`src/rtl/core/pcc_pkg.sv`:
```
package pcc_pkg;

    typedef enum logic [1:0] {
        FMT_RGB888 = 2'd0,
        FMT_BGR555 = 2'd1,
        FMT_YUV888 = 2'd2
    } fmt_t;

    typedef struct packed {
        logic [7:0] b2;
        logic [7:0] b1;
        logic [7:0] b0;
    } pix_t;

    typedef struct packed {
        logic [7:0] b;
        logic [7:0] g;
        logic [7:0] r;
    } rgb_t;

    typedef struct packed {
        logic [7:0] v;
        logic [7:0] u;
        logic [7:0] y;
    } yuv_t;

    typedef struct packed {
        logic same;
        yuv_t yuv;
        rgb_t rgb;
    } info_t;

    localparam int SQ_W          = 18;
    localparam int ROOT_W        = 9;
    localparam int ISQRT_STAGES  = 3;
    localparam int ISQRT_STEPS   = 3;

    // Expands a 5-bit channel to floor(c * 255 / 31) as 8c + floor(7c / 31).
    function automatic logic [7:0] scale5(input logic [4:0] c);
        logic [7:0]  x7;
        logic [16:0] p;
        x7 = {3'b000, c} * 8'd7;
        p  = {9'b0, x7} * 17'd265;
        return {c, 3'b000} + {5'b00000, p[15:13]};
    endfunction

    // Drops the fraction and clamps a fixed-point sum to 0..255.
    function automatic logic [7:0] settle(input logic signed [31:0] acc, input int frac);
        logic signed [31:0] t;
        t = acc >>> frac;
        if (acc < 0) begin
            return 8'd0;
        end else if (t > 32'sd255) begin
            return 8'hFF;
        end else begin
            return t[7:0];
        end
    endfunction

endpackage

```
`src/rtl/core/pcc_decode.sv`:
```
module pcc_decode #(
    parameter int COEF_FRACTION_BITS = 12
) (
    input  logic           aclk,
    input  logic           aresetn,
    input  pcc_pkg::fmt_t  fmt,
    input  logic           in_valid,
    output logic           in_ready,
    input  pcc_pkg::pix_t  in_pix_a,
    input  pcc_pkg::pix_t  in_pix_b,
    output logic           out_valid,
    input  logic           out_ready,
    output pcc_pkg::rgb_t  out_rgb_a,
    output pcc_pkg::rgb_t  out_rgb_b
);
    import pcc_pkg::*;

    localparam int F     = COEF_FRACTION_BITS;
    localparam int ONE   = 1 << F;
    localparam int KW    = F + 2;
    localparam int ACC_W = F + 11;

    localparam logic signed [KW-1:0] K_RV = KW'((14075 * ONE + 5000) / 10000);
    localparam logic signed [KW-1:0] K_GU = KW'((3455 * ONE + 5000) / 10000);
    localparam logic signed [KW-1:0] K_GV = KW'((7169 * ONE + 5000) / 10000);
    localparam logic signed [KW-1:0] K_BU = KW'((17790 * ONE + 5000) / 10000);

    typedef struct packed {
        rgb_t                    direct;
        logic [7:0]              y;
        logic signed [ACC_W-1:0] p_rv;
        logic signed [ACC_W-1:0] p_gu;
        logic signed [ACC_W-1:0] p_gv;
        logic signed [ACC_W-1:0] p_bu;
    } dec_t;

    dec_t a_next [2];
    dec_t a_reg  [2];
    rgb_t b_next [2];
    rgb_t b_reg  [2];
    logic is_yuv_reg;
    logic a_valid_reg, b_valid_reg;
    logic a_ready, b_ready;

    function automatic dec_t front(input pix_t px, input fmt_t f);
        dec_t d;
        logic signed [ACC_W-1:0] u;
        logic signed [ACC_W-1:0] v;
        u = $signed({{(ACC_W-8){1'b0}}, px.b1}) - $signed(ACC_W'(128));
        v = $signed({{(ACC_W-8){1'b0}}, px.b2}) - $signed(ACC_W'(128));
        d.y    = px.b0;
        d.p_rv = ACC_W'(K_RV) * v;
        d.p_gu = ACC_W'(K_GU) * u;
        d.p_gv = ACC_W'(K_GV) * v;
        d.p_bu = ACC_W'(K_BU) * u;
        case (f)
            FMT_RGB888: begin
                d.direct.r = px.b0;
                d.direct.g = px.b1;
                d.direct.b = px.b2;
            end
            FMT_BGR555: begin
                d.direct.b = scale5(px.b1[6:2]);
                d.direct.g = scale5({px.b1[1:0], px.b0[7:5]});
                d.direct.r = scale5(px.b0[4:0]);
            end
            default: begin
                d.direct = '0;
            end
        endcase
        return d;
    endfunction

    function automatic rgb_t back(input dec_t d);
        rgb_t c;
        logic signed [ACC_W-1:0] ys;
        ys  = $signed({{(ACC_W-8){1'b0}}, d.y}) <<< F;
        c.r = settle(32'(ys + d.p_rv), F);
        c.g = settle(32'(ys - d.p_gu - d.p_gv), F);
        c.b = settle(32'(ys + d.p_bu), F);
        return c;
    endfunction

    always_comb begin
        a_next[0] = front(in_pix_a, fmt);
        a_next[1] = front(in_pix_b, fmt);
        for (int i = 0; i < 2; i++) begin
            b_next[i] = is_yuv_reg ? back(a_reg[i]) : a_reg[i].direct;
        end
    end

    assign b_ready  = !b_valid_reg || out_ready;
    assign a_ready  = !a_valid_reg || b_ready;
    assign in_ready = a_ready;

    always_ff @(posedge aclk) begin
        if (!aresetn) begin
            a_valid_reg <= 1'b0;
            b_valid_reg <= 1'b0;
        end else begin
            if (a_ready) begin
                a_valid_reg <= in_valid;
            end
            if (b_ready) begin
                b_valid_reg <= a_valid_reg;
            end
        end
    end

    always_ff @(posedge aclk) begin
        if (a_ready && in_valid) begin
            a_reg      <= a_next;
            is_yuv_reg <= (fmt == FMT_YUV888);
        end
        if (b_ready && a_valid_reg) begin
            b_reg <= b_next;
        end
    end

    assign out_valid = b_valid_reg;
    assign out_rgb_a = b_reg[0];
    assign out_rgb_b = b_reg[1];

endmodule

```
`src/rtl/core/pcc_rgb2yuv.sv`:
```
module pcc_rgb2yuv #(
    parameter int COEF_FRACTION_BITS = 12
) (
    input  logic           aclk,
    input  logic           aresetn,
    input  logic           in_valid,
    output logic           in_ready,
    input  pcc_pkg::rgb_t  in_rgb_a,
    input  pcc_pkg::rgb_t  in_rgb_b,
    output logic           out_valid,
    input  logic           out_ready,
    output pcc_pkg::info_t out_info,
    output pcc_pkg::yuv_t  out_yuv_b
);
    import pcc_pkg::*;

    localparam int F     = COEF_FRACTION_BITS;
    localparam int ONE   = 1 << F;
    localparam int KW    = F + 2;
    localparam int ACC_W = F + 11;

    localparam logic signed [KW-1:0] K_YR = KW'((299 * ONE + 500) / 1000);
    localparam logic signed [KW-1:0] K_YG = KW'((587 * ONE + 500) / 1000);
    localparam logic signed [KW-1:0] K_YB = KW'((114 * ONE + 500) / 1000);
    localparam logic signed [KW-1:0] K_UR = KW'((169 * ONE + 500) / 1000);
    localparam logic signed [KW-1:0] K_UG = KW'((332 * ONE + 500) / 1000);
    localparam logic signed [KW-1:0] K_UB = KW'((500 * ONE + 500) / 1000);
    localparam logic signed [KW-1:0] K_VR = KW'((500 * ONE + 500) / 1000);
    localparam logic signed [KW-1:0] K_VG = KW'((419 * ONE + 500) / 1000);
    localparam logic signed [KW-1:0] K_VB = KW'((813 * ONE + 5000) / 10000);
    localparam logic signed [ACC_W-1:0] OFF = ACC_W'(128 * ONE);

    typedef struct packed {
        logic signed [ACC_W-1:0] yr, yg, yb;
        logic signed [ACC_W-1:0] ur, ug, ub;
        logic signed [ACC_W-1:0] vr, vg, vb;
    } prod_t;

    prod_t c_next [2];
    prod_t c_reg  [2];
    rgb_t  c_rgb_reg;
    logic  c_same_reg;
    yuv_t  d_next [2];
    yuv_t  d_yuv_reg [2];
    rgb_t  d_rgb_reg;
    logic  d_same_reg;
    logic  c_valid_reg, d_valid_reg;
    logic  c_ready, d_ready;

    function automatic logic signed [ACC_W-1:0] mul(input logic signed [KW-1:0] k,
                                                    input logic [7:0] x);
        return ACC_W'(k) * $signed({{(ACC_W-8){1'b0}}, x});
    endfunction

    function automatic prod_t front(input rgb_t c);
        prod_t p;
        p.yr = mul(K_YR, c.r);
        p.yg = mul(K_YG, c.g);
        p.yb = mul(K_YB, c.b);
        p.ur = mul(K_UR, c.r);
        p.ug = mul(K_UG, c.g);
        p.ub = mul(K_UB, c.b);
        p.vr = mul(K_VR, c.r);
        p.vg = mul(K_VG, c.g);
        p.vb = mul(K_VB, c.b);
        return p;
    endfunction

    function automatic yuv_t back(input prod_t p);
        yuv_t o;
        o.y = settle(32'(p.yr + p.yg + p.yb), F);
        o.u = settle(32'(p.ub - p.ur - p.ug + OFF), F);
        o.v = settle(32'(p.vr - p.vg - p.vb + OFF), F);
        return o;
    endfunction

    always_comb begin
        c_next[0] = front(in_rgb_a);
        c_next[1] = front(in_rgb_b);
        for (int i = 0; i < 2; i++) begin
            d_next[i] = back(c_reg[i]);
        end
    end

    assign d_ready  = !d_valid_reg || out_ready;
    assign c_ready  = !c_valid_reg || d_ready;
    assign in_ready = c_ready;

    always_ff @(posedge aclk) begin
        if (!aresetn) begin
            c_valid_reg <= 1'b0;
            d_valid_reg <= 1'b0;
        end else begin
            if (c_ready) begin
                c_valid_reg <= in_valid;
            end
            if (d_ready) begin
                d_valid_reg <= c_valid_reg;
            end
        end
    end

    always_ff @(posedge aclk) begin
        if (c_ready && in_valid) begin
            c_reg      <= c_next;
            c_rgb_reg  <= in_rgb_a;
            c_same_reg <= (in_rgb_a == in_rgb_b);
        end
        if (d_ready && c_valid_reg) begin
            d_yuv_reg  <= d_next;
            d_rgb_reg  <= c_rgb_reg;
            d_same_reg <= c_same_reg;
        end
    end

    assign out_valid     = d_valid_reg;
    assign out_info.rgb  = d_rgb_reg;
    assign out_info.yuv  = d_yuv_reg[0];
    assign out_info.same = d_same_reg;
    assign out_yuv_b     = d_yuv_reg[1];

endmodule

```
`src/rtl/core/pcc_distance.sv`:
```
module pcc_distance (
    input  logic                         aclk,
    input  logic                         aresetn,
    input  logic                         in_valid,
    output logic                         in_ready,
    input  pcc_pkg::info_t               in_info,
    input  pcc_pkg::yuv_t                in_yuv_b,
    output logic                         out_valid,
    input  logic                         out_ready,
    output pcc_pkg::info_t               out_info,
    output logic [pcc_pkg::ROOT_W-1:0]   out_root
);
    import pcc_pkg::*;

    localparam int XW   = SQ_W + 1;
    localparam int LAST = ISQRT_STAGES - 1;

    logic [15:0]      sq_next [3];
    logic [15:0]      sq_reg  [3];
    info_t            e_info_reg;
    logic [SQ_W-1:0]  sum_reg;
    info_t            f_info_reg;
    logic             e_valid_reg, f_valid_reg;
    logic             e_ready, f_ready;

    logic [XW-1:0]    x_src    [ISQRT_STAGES];
    logic [XW-1:0]    r_src    [ISQRT_STAGES];
    info_t            info_src [ISQRT_STAGES];
    logic [ISQRT_STAGES-1:0] q_src_valid;
    logic [XW-1:0]    x_next   [ISQRT_STAGES];
    logic [XW-1:0]    r_next   [ISQRT_STAGES];
    logic [XW-1:0]    x_reg    [ISQRT_STAGES];
    logic [XW-1:0]    r_reg    [ISQRT_STAGES];
    info_t            info_reg [ISQRT_STAGES];
    logic [ISQRT_STAGES-1:0] q_valid_reg;
    logic [ISQRT_STAGES-1:0] q_ready;

    function automatic logic [15:0] sq_diff(input logic [7:0] a, input logic [7:0] b);
        logic [7:0] d;
        d = (a > b) ? (a - b) : (b - a);
        return {8'd0, d} * {8'd0, d};
    endfunction

    always_comb begin
        sq_next[0] = sq_diff(in_info.yuv.y, in_yuv_b.y);
        sq_next[1] = sq_diff(in_info.yuv.u, in_yuv_b.u);
        sq_next[2] = sq_diff(in_info.yuv.v, in_yuv_b.v);
    end

    for (genvar gs = 0; gs < ISQRT_STAGES; gs++) begin : g_src
        if (gs == 0) begin : g_first
            assign x_src[gs]       = XW'(sum_reg);
            assign r_src[gs]       = '0;
            assign info_src[gs]    = f_info_reg;
            assign q_src_valid[gs] = f_valid_reg;
        end else begin : g_next
            assign x_src[gs]       = x_reg[gs-1];
            assign r_src[gs]       = r_reg[gs-1];
            assign info_src[gs]    = info_reg[gs-1];
            assign q_src_valid[gs] = q_valid_reg[gs-1];
        end
        if (gs == LAST) begin : g_rdy_last
            assign q_ready[gs] = !q_valid_reg[gs] || out_ready;
        end else begin : g_rdy_mid
            assign q_ready[gs] = !q_valid_reg[gs] || q_ready[gs+1];
        end
    end

    // Each stage resolves ISQRT_STEPS bits of the root, most significant first.
    always_comb begin
        logic [XW-1:0] x;
        logic [XW-1:0] r;
        logic [XW-1:0] t;
        logic [XW-1:0] bitv;
        for (int s = 0; s < ISQRT_STAGES; s++) begin
            x = x_src[s];
            r = r_src[s];
            for (int j = 0; j < ISQRT_STEPS; j++) begin
                bitv = XW'(1) << (2 * (ROOT_W - 1 - (s * ISQRT_STEPS + j)));
                t    = r + bitv;
                if (x >= t) begin
                    x = x - t;
                    r = (r >> 1) + bitv;
                end else begin
                    r = r >> 1;
                end
            end
            x_next[s] = x;
            r_next[s] = r;
        end
    end

    assign f_ready  = !f_valid_reg || q_ready[0];
    assign e_ready  = !e_valid_reg || f_ready;
    assign in_ready = e_ready;

    always_ff @(posedge aclk) begin
        if (!aresetn) begin
            e_valid_reg <= 1'b0;
            f_valid_reg <= 1'b0;
            q_valid_reg <= '0;
        end else begin
            if (e_ready) begin
                e_valid_reg <= in_valid;
            end
            if (f_ready) begin
                f_valid_reg <= e_valid_reg;
            end
            for (int s = 0; s < ISQRT_STAGES; s++) begin
                if (q_ready[s]) begin
                    q_valid_reg[s] <= q_src_valid[s];
                end
            end
        end
    end

    always_ff @(posedge aclk) begin
        if (e_ready && in_valid) begin
            sq_reg     <= sq_next;
            e_info_reg <= in_info;
        end
        if (f_ready && e_valid_reg) begin
            sum_reg    <= SQ_W'(sq_reg[0]) + SQ_W'(sq_reg[1]) + SQ_W'(sq_reg[2]);
            f_info_reg <= e_info_reg;
        end
        for (int s = 0; s < ISQRT_STAGES; s++) begin
            if (q_ready[s] && q_src_valid[s]) begin
                x_reg[s]    <= x_next[s];
                r_reg[s]    <= r_next[s];
                info_reg[s] <= info_src[s];
            end
        end
    end

    assign out_valid = q_valid_reg[LAST];
    assign out_info  = info_reg[LAST];
    assign out_root  = r_reg[LAST][ROOT_W-1:0];

endmodule

```
`src/rtl/core/pixel_color_convert_compare_unit.sv`:
```
// Pixel pair color converter and comparator.
//
// The slave channel carries one word per pixel pair: three bytes of pixel A
// followed by three bytes of pixel B, in the format held by the source format
// register (RGB888, little-endian BGR555 or YUV888). The master channel
// returns one word per input word with the decoded RGB of pixel A, the YUV of
// that RGB, a flag set when both pixels decode to the same RGB, and the floor
// of the Euclidean distance between the two YUV triples.
// The source format is written through cfg_we and cfg_wdata; the user must
// write it only while no words are in flight, as the block does not enforce it.
// The datapath is a nine-stage pipeline: two decode stages, two RGB to YUV
// stages, one square stage, one sum stage and three square-root stages that
// each resolve three bits of the root. One word per cycle is sustained while
// the receiver does not stall.
// Every stage holds its own valid bit, so while the receiver stalls the
// pipeline keeps accepting words until every stage is full; no word is lost
// or repeated. Reset empties the pipeline and sets the format to RGB888.
module pixel_color_convert_compare_unit #(
    parameter int COEF_FRACTION_BITS = 12
) (
    input  logic        aclk,
    input  logic        aresetn,
    input  logic        cfg_we,
    input  logic [1:0]  cfg_wdata,
    input  logic        s_tvalid,
    output logic        s_tready,
    // first_byte_a, second_byte_a, third_byte_a, first_byte_b, second_byte_b,
    // third_byte_b, 8 bits each.
    input  logic [47:0] s_tdata,
    output logic        m_tvalid,
    input  logic        m_tready,
    // red, green, blue, luma, chroma_u, chroma_v (8 bits each), same_color (1),
    // yuv_distance (9), zero padding (6).
    output logic [63:0] m_tdata
);
    import pcc_pkg::*;

    fmt_t  source_format_reg;

    logic  dec_valid, dec_ready;
    rgb_t  dec_rgb_a, dec_rgb_b;
    logic  cvt_valid, cvt_ready;
    info_t cvt_info;
    yuv_t  cvt_yuv_b;
    info_t dst_info;
    logic [ROOT_W-1:0] dst_root;

    always_ff @(posedge aclk) begin
        if (!aresetn) begin
            source_format_reg <= FMT_RGB888;
        end else if (cfg_we) begin
            source_format_reg <= fmt_t'(cfg_wdata);
        end
    end

    pcc_decode #(
        .COEF_FRACTION_BITS(COEF_FRACTION_BITS)
    ) u_decode (
        .aclk      (aclk),
        .aresetn   (aresetn),
        .fmt       (source_format_reg),
        .in_valid  (s_tvalid),
        .in_ready  (s_tready),
        .in_pix_a  (pix_t'(s_tdata[23:0])),
        .in_pix_b  (pix_t'(s_tdata[47:24])),
        .out_valid (dec_valid),
        .out_ready (dec_ready),
        .out_rgb_a (dec_rgb_a),
        .out_rgb_b (dec_rgb_b)
    );

    pcc_rgb2yuv #(
        .COEF_FRACTION_BITS(COEF_FRACTION_BITS)
    ) u_rgb2yuv (
        .aclk      (aclk),
        .aresetn   (aresetn),
        .in_valid  (dec_valid),
        .in_ready  (dec_ready),
        .in_rgb_a  (dec_rgb_a),
        .in_rgb_b  (dec_rgb_b),
        .out_valid (cvt_valid),
        .out_ready (cvt_ready),
        .out_info  (cvt_info),
        .out_yuv_b (cvt_yuv_b)
    );

    pcc_distance u_distance (
        .aclk      (aclk),
        .aresetn   (aresetn),
        .in_valid  (cvt_valid),
        .in_ready  (cvt_ready),
        .in_info   (cvt_info),
        .in_yuv_b  (cvt_yuv_b),
        .out_valid (m_tvalid),
        .out_ready (m_tready),
        .out_info  (dst_info),
        .out_root  (dst_root)
    );

    assign m_tdata = {6'd0, dst_root, dst_info.same, dst_info.yuv, dst_info.rgb};

    a_same_zero_dist: assert property (@(posedge aclk) disable iff (!aresetn)
        m_tvalid && m_tdata[48] |-> m_tdata[57:49] == 9'd0)
        else $error("equal colors with nonzero distance");

    a_dist_range: assert property (@(posedge aclk) disable iff (!aresetn)
        m_tvalid |-> m_tdata[57:49] <= 9'd441)
        else $error("distance out of range");

    a_ready_drop: assert property (@(posedge aclk) disable iff (!aresetn)
        !s_tready |-> m_tvalid && !m_tready)
        else $error("input stalled without an output stall");

    a_reset_empty: assert property (@(posedge aclk)
        $past(!aresetn) && aresetn |-> !m_tvalid)
        else $error("output valid right after reset");

endmodule
```
`config.mk`:
```
export PLATFORM = sky130hd
export DESIGN_NAME = pixel_color_convert_compare_unit
export DESIGN_NICKNAME = d
export VERILOG_FILES = /design/src/rtl/core/pcc_pkg.sv /design/src/rtl/core/pcc_decode.sv /design/src/rtl/core/pcc_rgb2yuv.sv /design/src/rtl/core/pcc_distance.sv /design/src/rtl/core/pixel_color_convert_compare_unit.sv
export SDC_FILE = /design/constraint.sdc
export NUM_CORES = 2
export LEC_CHECK = 0
export BUFFER_PORTS_ARGS = -buffer_cell sky130_fd_sc_hd__buf_4
export CAP_MARGIN = 10
export CORE_ASPECT_RATIO = 0.5
export CORE_MARGIN = 1
export CORE_UTILIZATION = 56
export CTS_CLUSTER_SIZE = 25
export DETAILED_ROUTE_END_ITERATION = 7
export HOLD_SLACK_MARGIN = 0.03
export PLACE_DENSITY = 0.72
export SLEW_MARGIN = 10
export SYNTH_ARGS = -nofsm -noshare
export SYNTH_HDL_FRONTEND = slang
export SYNTH_HIERARCHICAL = 1
export SYNTH_SLANG_ARGS = --single-unit
```
`constraint.sdc`:
```
create_clock -name aclk -period 10.6 [get_ports aclk]
set_input_delay 1.06 -clock aclk [delete_from_list [all_inputs] [get_ports aclk]]
set_output_delay 1.06 -clock aclk [all_outputs]
set_load 0.05 [all_outputs]
```
==> flow_metrics.py <==
metrics = {
    "synth": {
        "synth-edff-count": 924,
        "ys_ff_latch": 935,
        "syn_area_mm2": 0.0861,
        "synthFlopType": "edfxtp_1",
        "yosysSeqAreaShare": 0.325,
        "synthCells": 7850,
        "async_flop_share": 0,
        "ys_warn_count": 6,
        "synth.distinct_cells": 117,
        "avgSynthCellArea_um2": 11.0,
    },
    "setup_path": {
        "start_kind": "flip-flop",
        "crit_top_cell": "fa_1",
        "r2r-end": "u_distance/sq_reg[47]",
        "crit_required_ps": 11110,
        "slowest_delay_ps": 770,
        "rr_startpoint": "u_rgb2yuv/out_info[31]",
        "slowest_stage": "o41ai_1",
        "crit_family": "compound AO/OA/AOI/OAI gates",
        "crit_fanout": 13,
        "reg2reg_slack_ps": 1480,
        "crit_arrival_ps": 9640,
        "worstSetupPathType": "reg -> reg",
        "reg2reg_depth": 26,
        "crit_buf_inv": 2,
        "cp-end-kind": "flip-flop",
    },
    "sta": {
        "final.setup.tns_ps": 0,
        "finalWorstSetupSlack_ps": 1480,
        "timing_hold_violations_final": 0,
        "fin_skew_ps": 27.4,
        "setup_viol": 0,
        "fin_crit_sh": 0.861,
        "rsz0062_at_grt": "no",
        "tightest_slew_ps": 1050,
        "relSlewSlack": 0.302,
        "clock.fmax_mhz": 110,
        "fin_crit_ps": 9120,
        "drv_slew": 0,
    },
    "floorplan": {
        "die_area_mm2": 0.155,
        "ios": 121,
        "dieHeight_um": 279,
        "rows": 101,
        "core_mm2": 0.152,
        "start_util": 0.566,
        "dieWidth_um": 557,
    },
    "hold_path": {
        "hold_path_end": "u_distance/info_reg[0][68]",
        "min_from": "u_distance/info_reg[0][19]",
        "hold_depth": 0,
        "min_path_type": "reg -> reg",
    },
    "layout": {
        "final_area_mm2": 0.0924,
        "layout_common_cells": "ha_1, inv_1, edfxtp_1",
        "final_common_cell": "ha_1",
        "drive_gt1_frac": 0.0558,
        "area_growth_pct": 7.27,
        "largest_register_ffs": 230,
        "multi_input_area_mm2": 0.0526,
        "fillers": 12400,
        "regArea_mm2": 0.0280,
        "nNetsFinal": 10200,
    },
    "detailed_routing": {
        "drt-total-wl_mm": 182,
        "firstDrtPassIters": 5,
        "via_per_inst": 5.53,
        "wl_per_cell_um": 18.0,
        "drc": 0,
        "drt_iter0_drc": 3616,
        "ant_nets": 0,
        "num_vias": 55900,
    },
    "placement": {
        "port_buffers": 114,
        "dp_hpwl_mm": 145,
        "gp_congestion": 0.893,
        "postPlaceCellArea_mm2": 0.0892,
        "pre_cts_ws_ps": 1570,
    },
    "grt": {
        "grt_usage": 0.237,
        "grt_max_degree": 80,
        "overflow": 0,
        "grt_pass1_wl_mm": 292,
        "grt_pass1_vias": 55400,
        "grt_antenna_before_repair": 14,
    },
    "clock_network": {
        "hold_buffers": 0,
        "htree_levels": 3,
        "cts_resized": 0,
        "clkTransAtPathRegs_ps": 70,
        "numClockSinks": 935,
        "tritoncts": "done",
        "cts_root_buf": "clkbuf_16",
        "cts_buffers": 92,
        "post_cts_buffers": 0,
        "clk_latency_ps": 690,
        "cts.path.max_buffers": 3,
    },
    "status": {
        "outcome": "finished clean",
    },
    "flow_run": {
        "maxCapViolations": 0,
    },
}
==> layout make-up <==
| cell class | count | area share |
|---|---|---|
| multi-input combinational | 5490 | 0.570 |
| sequential | 935 | 0.303 |
| inverter | 1321 | 0.0537 |
| tap | 2060 | 0.0279 |
| clock buffer | 109 | 0.0261 |
| timing repair buffer | 141 | 0.0115 |
| clock inverter | 62 | 0.00799 |
| antenna | 5 | 0.000135 |
==> logic make-up (layout without fill, tap and decap cells) <==
logic type,after synthesis,count (layout),share of synthesized area
AO/OA/AOI/OAI,1297,1297,0.104
AND/OR/NAND/NOR,1407,1407,0.0811
multiplexers,74,74,0.00894
other,2,14,0.0000872
flip-flops,935,935,0.325
buffers and inverters,1432,1633,0.0650
adder cells (fa/ha/maj),2174,2174,0.362
XOR/XNOR,529,529,0.0541
==> worst max-delay path by stage <==
stage | depth (start not counted) | to | startpoint | slack, ps
global route | 26 | u_distance/sq_reg[47] | u_rgb2yuv/out_info[31] | 860
CTS | 26 | u_distance/sq_reg[47] | u_rgb2yuv/out_info[31] | 1520
detailed placement | 26 | u_distance/sq_reg[47] | u_rgb2yuv/out_info[31] | 1570
finish | 26 | u_distance/sq_reg[47] | u_rgb2yuv/out_info[31] | 1480
global placement | 26 | u_distance/sq_reg[47] | u_rgb2yuv/out_info[31] | 1600
floorplan | 7 | u_rgb2yuv/c_reg[100] | m_tready | 2630
==> per-stage QoR <==
step	utilization	cells	hold WS, ps
2_1_floorplan	-	7857	400
3_3_place_gp	0.586	9947	400
3_5_place_dp	0.586	9947	405
4_1_cts	0.607	10100	412
5_1_grt	0.607	10100	419
6_report	0.607	10100	410
==> cell usage after synthesis (14+ instances only) <==
master       n  area share
ha_1      1644        0.24
inv_1     1318       0.057
edfxtp_1   924        0.32
fa_1       530        0.12
nor2_1     446       0.019
xnor2_1    372       0.038
a21oi_1    364       0.021
nand2_1    256       0.011
o21ai_0    177       0.010
xor2_1     154       0.016
a21o_1     147       0.013
nor3_1     133      0.0077
nand3_1     98      0.0057
nor2b_1     88      0.0064
o21a_1      85      0.0074
o21bai_1    73      0.0064
nand2b_1    62      0.0045
or2_2       59      0.0043
mux2i_1     57      0.0066
buf_4       56      0.0049
a211oi_1    46      0.0040
clkbuf_1    44      0.0019
nand4_1     40      0.0029
nor4_1      39      0.0028
and3_1      38      0.0028
a21boi_0    37      0.0032
or3_1       35      0.0025
a31oi_1     34      0.0025
o211ai_1    29      0.0025
and2_1      28      0.0020
a221o_1     25      0.0029
o31ai_1     22      0.0019
a31o_2      21      0.0021
o31a_1      20      0.0020
a311oi_1    18      0.0018
a41oi_1     18      0.0018
a211o_1     16      0.0016
mux2_2      15      0.0020
o41ai_1     15      0.0015
nand4b_1    14      0.0014
==> routing by layer <==
layer	up-vias	part of all wire	GRT usage
li1	27700	-	-
met1	26900	0.46	0.331
met2	1121	0.46	0.392
met3	213	0.052	0.0328
met4	10	0.022	0.0545
met5	-	0.00035	0
Power is left out: the tool's default activity adds up to more than one toggle a clock period on the data nets, which glitch-free logic cannot reach.
